===== config.mk =====
export PLATFORM = sky130hd
export DESIGN_NAME = uvd_result_queue
export DESIGN_NICKNAME = d
export VERILOG_FILES = /design/src/design/uvd_pkg.sv /design/src/design/uvd_result_queue.sv
export SDC_FILE = /design/constraint.sdc
export NUM_CORES = 1
export LEC_CHECK = 0
export ABC_AREA = 1
export CAP_MARGIN = 30
export CORE_UTILIZATION = 50
export DETAILED_ROUTE_END_ITERATION = 8
export DONT_BUFFER_PORTS = 1
export HOLD_SLACK_MARGIN = 0.15
export PLACE_DENSITY = 0.72
export SLEW_MARGIN = 20
export SYNTH_ARGS = -nofsm -noshare
export SYNTH_HDL_FRONTEND = slang
export SYNTH_SLANG_ARGS = --single-unit

===== constraint.sdc =====
create_clock -name clk -period 4.7 [get_ports clk]
set_input_delay 0.235 -clock clk [delete_from_list [all_inputs] [get_ports clk]]
set_output_delay 0.235 -clock clk [all_outputs]
set_load 0.01 [all_outputs]

===== src/design/uvd_pkg.sv =====
// uvd_pkg: shared constants, codes and types of the usb video packet deframer
// no dependencies; imported by every module of the block
`default_nettype none

package uvd_pkg;

	// stream framing
	localparam int LINE_BYTES    = 1440;
	localparam int FRAME_BYTES   = 691200;
	localparam int PAYLOAD_BYTES = 180;
	localparam logic [7:0] SYNC_BYTE = 8'h47;

	// field widths
	localparam int BYTE_W   = 8;
	localparam int WINDOW_W = 24;
	localparam int KIND_W   = 2;
	localparam int ADDR_W   = 20;
	localparam int TYPE_W   = 3;
	localparam int LINE_W   = 9;
	localparam int BLOCK_W  = 4;
	localparam int COUNT_W  = 8;
	localparam int BASE_W   = 21;
	// compare width: holds base plus one payload and the frame size
	localparam int CMP_W    = 23;

	// result kinds
	localparam logic [KIND_W-1:0] KIND_HEADER = 2'd0;
	localparam logic [KIND_W-1:0] KIND_VIDEO  = 2'd1;
	localparam logic [KIND_W-1:0] KIND_AUDIO  = 2'd2;

	// message types
	localparam logic [TYPE_W-1:0] TYPE_VIDEO = 3'd1;
	localparam logic [TYPE_W-1:0] TYPE_AUDIO = 3'd2;
	localparam logic [TYPE_W-1:0] TYPE_ERROR = 3'd5;

	// last payload index
	localparam logic [COUNT_W-1:0] LAST_COUNT = COUNT_W'(PAYLOAD_BYTES - 1);

	// one result beat
	typedef struct packed {
		logic [KIND_W-1:0]  result_kind;
		logic [ADDR_W-1:0]  frame_address;
		logic [BYTE_W-1:0]  data_byte;
		logic [TYPE_W-1:0]  message_type;
		logic [LINE_W-1:0]  line_number;
		logic               field_parity;
		logic [BLOCK_W-1:0] block_number;
		logic               out_of_range;
	} result_t;

	// decoded header window
	typedef struct packed {
		logic [TYPE_W-1:0]  msg_type;
		logic [LINE_W-1:0]  line;
		logic               field;
		logic [BLOCK_W-1:0] block;
		logic               oor;
		logic [BASE_W-1:0]  base;
	} header_t;

	// handoff from the deframer to the result queue
	typedef struct packed {
		logic    push;
		result_t data;
	} push_t;

endpackage

`default_nettype wire


===== src/design/uvd_result_queue.sv =====
// uvd_result_queue: two-entry result buffer that parts the deframer from the
// result receiver; depends on uvd_pkg
`default_nettype none

module uvd_result_queue import uvd_pkg::*; (
	input  wire logic clk,
	input  wire logic arst_n,
	input  push_t     push_in,
	output logic      space,
	output logic      out_valid,
	input  wire logic out_ready,
	output result_t   out_data
);

	result_t    entry_q [2];
	logic       wr_ptr_q;
	logic       rd_ptr_q;
	logic [1:0] fill_q;
	logic       pop;

	assign space     = (fill_q != 2'd2);
	assign out_valid = (fill_q != 2'd0);
	assign out_data  = entry_q[rd_ptr_q];
	assign pop       = out_valid && out_ready;

	// pointers and fill level
	always_ff @(posedge clk or negedge arst_n) begin
		if (!arst_n) begin
			wr_ptr_q <= 1'b0;
			rd_ptr_q <= 1'b0;
			fill_q   <= '0;
		end else begin
			if (push_in.push) begin
				wr_ptr_q <= !wr_ptr_q;
			end
			if (pop) begin
				rd_ptr_q <= !rd_ptr_q;
			end
			if (push_in.push && !pop) begin
				fill_q <= fill_q + 2'd1;
			end else if (pop && !push_in.push) begin
				fill_q <= fill_q - 2'd1;
			end
		end
	end

	// entry storage
	always_ff @(posedge clk) begin
		if (push_in.push) begin
			entry_q[wr_ptr_q] <= push_in.data;
		end
	end

	// no write into a full buffer
	a_no_overflow: assert property (@(posedge clk) disable iff (!arst_n)
		push_in.push |-> fill_q != 2'd2)
		else $error("result pushed into a full buffer");

	// pointers differ exactly when one entry is held
	a_ptr_fill: assert property (@(posedge clk) disable iff (!arst_n)
		(wr_ptr_q != rd_ptr_q) == (fill_q == 2'd1))
		else $error("buffer pointers disagree with fill level");

endmodule

`default_nettype wire


==> run metrics <==
Post-Layout Inst Area=4490 um2; final setup TNS=0 ns; area taken by multi-input logic gates=636 um2; Post-Syn Area=3710 um2; Final Max Slew Viols=0; DPL Wire Length=3410 um; Die Ht=88.2 um; met1 wire length=~2500 um; top post-synthesis cells by area=edfxtp_1, nand2_1, dfrtp_1; clk_lat worst skew=about 0.35 ns; Switching Power=0.853 mW; sequential cell area fraction in the yosys report=0.803; Slew @ Worst Pin=approximately 0.90 ns; Hold Buf Count CTS=52; GRT Util Overall=0.163; final core area utilization=0.623; Fin. Hold Viols=0; DR pass1 iterations=4; Synth top cells by count=nand2_1, edfxtp_1, buf_2; Initial Util=0.515; Hold Crit Class=input port to flop; H-tree Lvls=3; Diodes inserted=0; die width=88.2 um; met3 WL=364 um; internal power=1.54 mW; PortBufs=0; top-area cell type share of the netlist area=0.776; Max VDD drop=between 0.0003 and 0.0004 V; IO Count=just over 100; Syn Area/Cell=13.3 um2; pin count of the biggest net entering global routing=51; Crit Path Max Fanout=50; clk_skew=0.0180 ns; Sequential Area=2980 um2; final setup fails=0; fin cells=437; placed cell areas=3800 um2; initial antenna violation count=0; Die Footprint=7780 um2; leakage power=1.77 nW; Root Buffer=clkbuf_8; slew margin rel.=0.397; Post-CTS Setup Inserts=0; CTS buffer count=9; Reg power frac=0.541; final antenna-violating net count=0; PwrDens=around 530 nW/um2; CP Capture Type=primary output; final WL=6180 um; Syn. warnings=0; DRC=0; FILL cells=557; grt ovf=0; cell taking the most area after synthesis=edfxtp_1; Final period util=0.537; Worst path max stage delay=0.97 ns; GP Congestion=0.638; Syn Nets=approximately 330; vias in the first global route=1978; CTS sink cnt=100; initial DRC count=79; Yosys cell types=14; status=finished clean; Slowest cell on crit path=dfrtp_2; uppermost layer routed=met4; CP Class=flop to primary output; max-cap violation count=0; cell total after placement=369; Post-synth top flop=edfxtp_1; core area=7210 um2; RSZ-0062 raised after global routing=no; asr flop ratio synth=0.0400; cell-by-cell trace of the critical path=inv_2 > nand2_1 > nand2_1; Critical Path Start Type=flop; PostCTS Resize Cnt=0; CTS Buffer Depth=2; Clk pwr share=0.200; most frequent CP cell=nand2_1; Yosys reg bits=100; first-pass GRT wire length=9260 um; CTS tree=built; clk slew on worst S/H paths=0.09 ns; Vias/cell=4.81; Fin Hold WS=between 0.2 and 0.3 ns; num rows=31; share of layout cells above drive strength 1=0.0621; Post-synth EDFFs=96; nets@finish=386; Comb pwr share=0.259; Met2 Routed Length=approximately 3200 um; DR WL/cell=between 10 and 15 um; switch share=0.357; via count=2100; Syn Inst Count=279; Req. time, crit path=4.47 ns; most frequent cell after synthesis=nand2_1; min Tclk post-route=approximately 2.5 ns; Layout area overhead=21.0%; Max Clock Freq=396 MHz; CP arrival=2.29 ns
[flip-flops by register name, summed over array words and instances, names as in the netlist]
signal and count:
entry_q 96, fill_q 2, rd_ptr_q 1, wr_ptr_q 1
[kinds of logic after synthesis]
family / Yosys count / share of synthesized area
and+or+nand+nor: 158 / 0.161
DFF: 100 / 0.803
buffers and inverters: 18 / 0.0276
xor gates and xnor gates: 2 / 0.00472
adders and majority gates: 1 / 0.00337
[area by class of cell]
type                    instances  area share
clock buffers                   9      0.0276
multi-input cells             161       0.142
clock inverters                 7      0.0111
flip-flops and latches        100       0.664
well taps                      99      0.0276
inverters                       7     0.00585
repair buffers                 54       0.122
[worst max-delay path: cells and delay by family, from the launching register on]
family / cells / cell delay [ns]
buffers and inverters: 1 / 0.59
flip-flops: 1 / 0.97
AND/OR/NAND/NOR: 2 / 0.33
[power by group through the flow]
stage	registers (mW)	clock network [mW]	logic [mW]
final	1.29	0.479	0.620
after global routing	1.32	0.525	0.704
after CTS	1.29	0.493	0.629
after detailed placement	1.31	0	0.587
after global placement	1.31	0	0.567
after floorplan	1.25	0	0.550
[cell usage in the layout, fill, tap and decap left out, types with 2 or more instances in the layout]
master	netlist	layout
clkbuf_8	0	9
dfrtp_1	4	3
edfxtp_1	96	96
dlygate4sd3_1	0	52
nand2_1	154	154
clkinvlp_4	0	2
inv_6	0	2
nand3_1	2	2
inv_2	1	2
inv_1	6	5
[path summary, 6_finish.rpt]
path	cells after the start	slack, ns	startpoint	endpoint
max in group asynchronous	2	3.80	arst_n	rd_ptr_q
min	2	0.28	push_in[48]	entry_q[0][4]
max	3	2.17	rd_ptr_q	out_data[45]
max reg2reg	3	2.67	rd_ptr_q	rd_ptr_q
min in group asynchronous	2	0.71	arst_n	fill_q[1]
min reg2reg	1	0.50	fill_q[0]	fill_q[0]
[per-stage QoR]
stage	worst slack (ns)	total power, mW
CTS	2.16	2.42
floorplan	1.82	1.80
detailed placement	2.55	1.90
global route	1.95	2.55
finish	2.17	2.39
global placement	2.57	1.88
[metal layers]
layer,global-route usage,vias up
met5,0,-
met4,0.0733,0
met3,0.0575,8
met2,0.278,69
met1,0.185,986
li1,-,1037
Note: power is estimated with default switching activity, not from simulation.
