### src/design/uvd_pkg.sv
// uvd_pkg: shared constants, codes and types of the usb video packet deframer
// no dependencies; imported by every module of the block
`default_nettype none

package uvd_pkg;

	// stream framing
	localparam int LINE_BYTES    = 1440;
	localparam int FRAME_BYTES   = 691200;
	localparam int PAYLOAD_BYTES = 180;
	localparam logic [7:0] SYNC_BYTE = 8'h47;

	// field widths
	localparam int BYTE_W   = 8;
	localparam int WINDOW_W = 24;
	localparam int KIND_W   = 2;
	localparam int ADDR_W   = 20;
	localparam int TYPE_W   = 3;
	localparam int LINE_W   = 9;
	localparam int BLOCK_W  = 4;
	localparam int COUNT_W  = 8;
	localparam int BASE_W   = 21;
	// compare width: holds base plus one payload and the frame size
	localparam int CMP_W    = 23;

	// result kinds
	localparam logic [KIND_W-1:0] KIND_HEADER = 2'd0;
	localparam logic [KIND_W-1:0] KIND_VIDEO  = 2'd1;
	localparam logic [KIND_W-1:0] KIND_AUDIO  = 2'd2;

	// message types
	localparam logic [TYPE_W-1:0] TYPE_VIDEO = 3'd1;
	localparam logic [TYPE_W-1:0] TYPE_AUDIO = 3'd2;
	localparam logic [TYPE_W-1:0] TYPE_ERROR = 3'd5;

	// last payload index
	localparam logic [COUNT_W-1:0] LAST_COUNT = COUNT_W'(PAYLOAD_BYTES - 1);

	// one result beat
	typedef struct packed {
		logic [KIND_W-1:0]  result_kind;
		logic [ADDR_W-1:0]  frame_address;
		logic [BYTE_W-1:0]  data_byte;
		logic [TYPE_W-1:0]  message_type;
		logic [LINE_W-1:0]  line_number;
		logic               field_parity;
		logic [BLOCK_W-1:0] block_number;
		logic               out_of_range;
	} result_t;

	// decoded header window
	typedef struct packed {
		logic [TYPE_W-1:0]  msg_type;
		logic [LINE_W-1:0]  line;
		logic               field;
		logic [BLOCK_W-1:0] block;
		logic               oor;
		logic [BASE_W-1:0]  base;
	} header_t;

	// handoff from the deframer to the result queue
	typedef struct packed {
		logic    push;
		result_t data;
	} push_t;

endpackage

`default_nettype wire

### src/design/uvd_header_decode.sv
// uvd_header_decode: splits the 24-bit header window into its fields,
// computes the frame base address and the range check; depends on uvd_pkg
`default_nettype none

module uvd_header_decode import uvd_pkg::*; (
	input  wire logic [WINDOW_W-1:0] window,
	output header_t                  hdr
);

	logic [LINE_W-1:0]  line;
	logic               field;
	logic [BLOCK_W-1:0] block;
	logic [BASE_W-1:0]  pos;
	logic [CMP_W-1:0]   pos_end;
	logic               oor;

	// header bit fields
	assign block = window[10:7];
	assign field = window[11];
	assign line  = window[20:12];

	// base = (line*2 + field)*line bytes + block*payload bytes
	assign pos = BASE_W'({line, field}) * BASE_W'(LINE_BYTES)
		+ BASE_W'(block) * BASE_W'(PAYLOAD_BYTES);

	// range check against the frame store
	assign pos_end = CMP_W'(pos) + CMP_W'(PAYLOAD_BYTES);
	assign oor     = (pos_end > CMP_W'(FRAME_BYTES));

	always_comb begin
		hdr.msg_type = oor ? TYPE_ERROR : window[23:21];
		hdr.line     = line;
		hdr.field    = field;
		hdr.block    = block;
		hdr.oor      = oor;
		hdr.base     = pos;
	end

endmodule

`default_nettype wire

### src/design/uvd_deframe_core.sv
// uvd_deframe_core: input register, sync hunt and payload state, result forming
// depends on uvd_pkg and uvd_header_decode
`default_nettype none

module uvd_deframe_core import uvd_pkg::*; (
	input  wire logic              clk,
	input  wire logic              arst_n,
	input  wire logic              in_valid,
	input  wire logic [BYTE_W-1:0] in_byte,
	output logic                   in_ready,
	input  wire logic              audio_enable,
	input  wire logic              space,
	output push_t                  push_out
);

	logic                valid_s1;
	logic [BYTE_W-1:0]   byte_s1;
	logic [WINDOW_W-1:0] window_q;
	logic                in_payload_q;
	logic [COUNT_W-1:0]  count_q;
	logic [TYPE_W-1:0]   type_q;
	logic [BASE_W-1:0]   base_q;

	header_t hdr;
	logic    is_sync;
	logic    has_result;
	logic    go;
	logic    last_beat;
	result_t res;

	uvd_header_decode u_decode (
		.window (window_q),
		.hdr    (hdr)
	);

	assign is_sync   = (byte_s1 == SYNC_BYTE);
	assign last_beat = (count_q == LAST_COUNT);

	// result of the byte held in stage one
	always_comb begin
		res        = '0;
		has_result = 1'b0;
		if (!in_payload_q) begin
			if (is_sync) begin
				has_result       = 1'b1;
				res.result_kind  = KIND_HEADER;
				res.message_type = hdr.msg_type;
				res.line_number  = hdr.line;
				res.field_parity = hdr.field;
				res.block_number = hdr.block;
				res.out_of_range = hdr.oor;
			end
		end else if (type_q == TYPE_VIDEO) begin
			has_result        = 1'b1;
			res.result_kind   = KIND_VIDEO;
			res.frame_address = ADDR_W'(base_q + BASE_W'(count_q));
			res.data_byte     = byte_s1;
			res.message_type  = type_q;
		end else if (type_q == TYPE_AUDIO && audio_enable) begin
			has_result       = 1'b1;
			res.result_kind  = KIND_AUDIO;
			res.data_byte    = byte_s1;
			res.message_type = type_q;
		end
	end

	// stage one moves on unless its result finds the queue full
	assign go       = valid_s1 && (!has_result || space);
	assign in_ready = !valid_s1 || go;

	assign push_out.push = go && has_result;
	assign push_out.data = res;

	// input register
	always_ff @(posedge clk or negedge arst_n) begin
		if (!arst_n) begin
			valid_s1 <= 1'b0;
		end else if (in_valid && in_ready) begin
			valid_s1 <= 1'b1;
		end else if (go) begin
			valid_s1 <= 1'b0;
		end
	end

	always_ff @(posedge clk) begin
		if (in_valid && in_ready) begin
			byte_s1 <= in_byte;
		end
	end

	// hunt and payload state
	always_ff @(posedge clk or negedge arst_n) begin
		if (!arst_n) begin
			window_q     <= '0;
			in_payload_q <= 1'b0;
			count_q      <= '0;
			type_q       <= '0;
			base_q       <= '0;
		end else if (go) begin
			if (!in_payload_q) begin
				if (is_sync) begin
					in_payload_q <= 1'b1;
					count_q      <= '0;
					type_q       <= hdr.msg_type;
					base_q       <= hdr.base;
				end else begin
					window_q <= {byte_s1, window_q[WINDOW_W-1:BYTE_W]};
				end
			end else if (last_beat) begin
				in_payload_q <= 1'b0;
				count_q      <= '0;
				window_q     <= '0;
			end else begin
				count_q <= count_q + 1'b1;
			end
		end
	end

	// payload count stays inside one packet
	a_count_range: assert property (@(posedge clk) disable iff (!arst_n)
		count_q <= LAST_COUNT)
		else $error("payload count beyond packet length");

	// sync while hunting opens a payload
	a_sync_opens: assert property (@(posedge clk) disable iff (!arst_n)
		go && !in_payload_q && is_sync |=> in_payload_q && count_q == '0)
		else $error("sync did not open a payload");

	// last payload byte returns to hunting with a clean window
	a_end_clears: assert property (@(posedge clk) disable iff (!arst_n)
		go && in_payload_q && last_beat |=> !in_payload_q && window_q == '0)
		else $error("payload end did not clear the hunt state");

endmodule

`default_nettype wire

### config.mk
export PLATFORM = sky130hd
export DESIGN_NAME = uvd_deframe_core
export DESIGN_NICKNAME = d
export VERILOG_FILES = /design/src/design/uvd_pkg.sv /design/src/design/uvd_header_decode.sv /design/src/design/uvd_deframe_core.sv
export SDC_FILE = /design/constraint.sdc
export NUM_CORES = 1
export LEC_CHECK = 0
export CORE_UTILIZATION = 55
export DETAILED_ROUTE_END_ITERATION = 7
export DONT_BUFFER_PORTS = 1
export PLACE_DENSITY_LB_ADDON = 0.05
export SLEW_MARGIN = 15
export SYNTH_ARGS = -nofsm -noshare
export SYNTH_HDL_FRONTEND = slang
export SYNTH_SLANG_ARGS = --single-unit
### constraint.sdc
create_clock -name clk -period 6.05 [get_ports clk]
set_clock_uncertainty 0.05 [all_clocks]
set_input_delay 0.9075 -clock clk [delete_from_list [all_inputs] [get_ports clk]]
set_output_delay 0.9075 -clock clk [all_outputs]
set_load 0.01 [all_outputs]
==> results.cfg <==
[global_route]
gr-usage-met1_pct = 31.76
grt_max_degree = 49
grt.overflow.total = 0
grt_pass1_wl_um = 18340
track_usage_pct = 23.69
top_usage_layer = met2
grt_antenna_before_repair = 0
grtUsageMet2_pct = 40.88
grt_pass1_vias = 3897
grt_use_met3_pct = 3.094

[critical_path]
reg2regPathDepth = 20
path_delay_family = adder cells
timing.rr.end = type_q[1]
cp.depth = 19
slowest_stage = dfrtp_2
r2r-start = window_q[13]
path_cells = ha_4, ha_1, inv_1, fa_1, inv_1, ha_2, inv_1, fa_2, xnor2_1, ha_1, a21oi_4, o21a_1, o22a_1, a31oi_1, or3_1, a22oi_2, nor4_2, a211oi_4, a31o_1
critical_path_required_ps = 5090
crit_path_start_kind = flip-flop
path_buf_inv = 3
cp_common_cell = inv_1
r2r_slack_ps = 1270
crit_type = flip-flop to primary output
arrival_ps = 4930
cpPeakStageDelay_ps = 470
cp_max_fo = 6
end_kind = primary output

[layout]
num_antenna_cells = 0
area_growth_pct = 7.618
fin_cells = 682
drive_gt1_share_pct = 9.756
nets = 661
stdcell_area_um2 = 5409
mostFrequentLayoutCell = nand2_1
most-common-layout-cells = nand2_1, nor2_1, ha_1, inv_1, dfrtp_1

[outcome]
status = finished clean

[detailed_routing]
vias_per_cell = 5.798
num_vias = 3954
drc = 0
ant_nets = 0
wirelength_um = 10680
drt_iter0_markers = 139
drt-pass1-iter-count = 5
avgRoutedWirePerCell_um = 15.66

[sta]
clock.fmax_mhz = 169.8
period_needed_ps = 5890
worst_pin_slew_ps = 767.7
hold_violations = 0
holdWs_ps = 226.0
final-setup-viol-count = 0
relSlewSlack_pct = 48.82
slew_viol_final = 0
tns_ps = 0
fin_crit_sh_pct = 97.36

[hold_path]
hp-class = primary input to asynchronous set/reset pin

[clocking]
root_buffer = clkbuf_8
cts_tree = built
clk_pin_slew_ps = 100
cts.sinks = 56
cts_buffers = 5
ctsHtreeMaxLevel = 2
clock_latency_ps = 310
cts_hold_buf = 0
cts_max_path_buffers = 2

[die]
dieWidth_um = 97.60
die_area_um2 = 9525
die_h_um = 97.60
start_util_pct = 57.35
ios = 63
rows = 34
coreArea_um2 = 8763

[placement]
dp_cells = 665
place_area_um2 = 5142
hpwl_um = 8479
place_congestion = 0.8862
port_buffers = 0

[synth]
synth_top_flop_cell = dfrtp_1
synth_area_um2 = 5026
syn-num-nets = 653
yosysUniqueCellTypes = 60
avgSynthCellArea_um2 = 8.896
synth-seq-cells = 56
yosys_warnings = 0
synth_edf_count = 8
netlist_instances = 565
synth_sequential_area_ratio_pct = 28.68
synth_async_sr_flop_share_pct = 85.71

[job]
cap_viol_max_count = 0
## registers in the layout (all words and copies together), names as in the netlist
name          cells
window_q         17
byte_s1           8
base_q           18
in_payload_q      1
valid_s1          1
count_q           8
type_q            3
## per-layer routing
layer  wire [um]  vias up
met1        4970     1897
met5           0        -
met4          91        0
met3         388       10
li1            -     1966
met2        5233       81
## layout make-up
| class | instances | area, um2 |
|---|---|---|
| Clock buffer | 5 | 68.82 |
| Clock inverter | 3 | 41.29 |
| Fill cell | 757 | 3354 |
| Inverter | 52 | 195.2 |
| Multi-Input combinational cell | 446 | 3432 |
| Sequential cell | 56 | 1446 |
| Tap cell | 108 | 135.1 |
| Timing Repair Buffer | 12 | 90.09 |
## kinds of logic (layout without fill, tap and decap cells)
family,Yosys count,in the layout,share of synthesized area (%)
compound gates,115,115,16.58
flops,56,56,28.68
fa+ha+maj,75,75,21.21
xor+xnor,43,43,7.493
buf+inv,63,72,4.705
simple gates,213,213,21.33
## stage by stage
step                utilization [%]  setup slack [ps]
floorplan                         -             597.9
global placement              58.68             284.1
detailed placement            58.68             173.9
CTS                           60.24             14.23
global route                  61.72            -43.12
finish                        61.72             160.0
## cells in the mapped netlist, types with 2 or more instances
master    instances  area share [%]
o21a_1            5            0.75
edfxtp_1          8             4.8
nand4_1           5            0.62
nor2_1           57             4.3
a211oi_2          2            0.50
nand3_1          10             1.0
nor2_2            2            0.25
a32o_1            3            0.60
o21ai_0          18             1.8
a21o_1           10             1.5
nor2b_1           7            0.87
a211oi_1          2            0.30
and4_1            2            0.35
o31ai_1           5            0.75
and3_1           17             2.1
a31oi_1           4            0.50
nand2_1          62             4.6
or3_1             5            0.62
o21ai_1           3            0.30
nor3_1            3            0.30
inv_1            52             3.9
and2_1           20             2.5
a22o_1           14             2.4
xnor2_1          26             4.5
a21oi_1          25             2.5
nand2b_1          8             1.0
a31o_2            2            0.35
fa_1             17             6.8
xor2_1           17             3.0
a22oi_2           2            0.50
or2_2             2            0.25
a31o_1            2            0.35
o21bai_1          6            0.90
ha_1             58              14
nor3b_1           2            0.30
dfrtp_1          48              24
clkbuf_1         11            0.82
## repair_timing
item                                    4_1_cts  5_1_grt
resized for setup                             3       15
buffers inserted                              1        8
endpoints found under the setup margin        4        4
pin swaps                                     2        9
## worst max-delay path by stage
stage,from,to,slack [ps]
after floorplan,window_q[13],push_out[16],600
after global placement,window_q[13],push_out[16],280
after detailed placement,window_q[13],push_out[16],170
after CTS,window_q[13],push_out[16],10
after global routing,window_q[12],push_out[16],-40
final,window_q[13],push_out[16],160
Power is left out: the tool's default activity adds up to more than one toggle a clock period on the data nets, which glitch-free logic cannot reach.
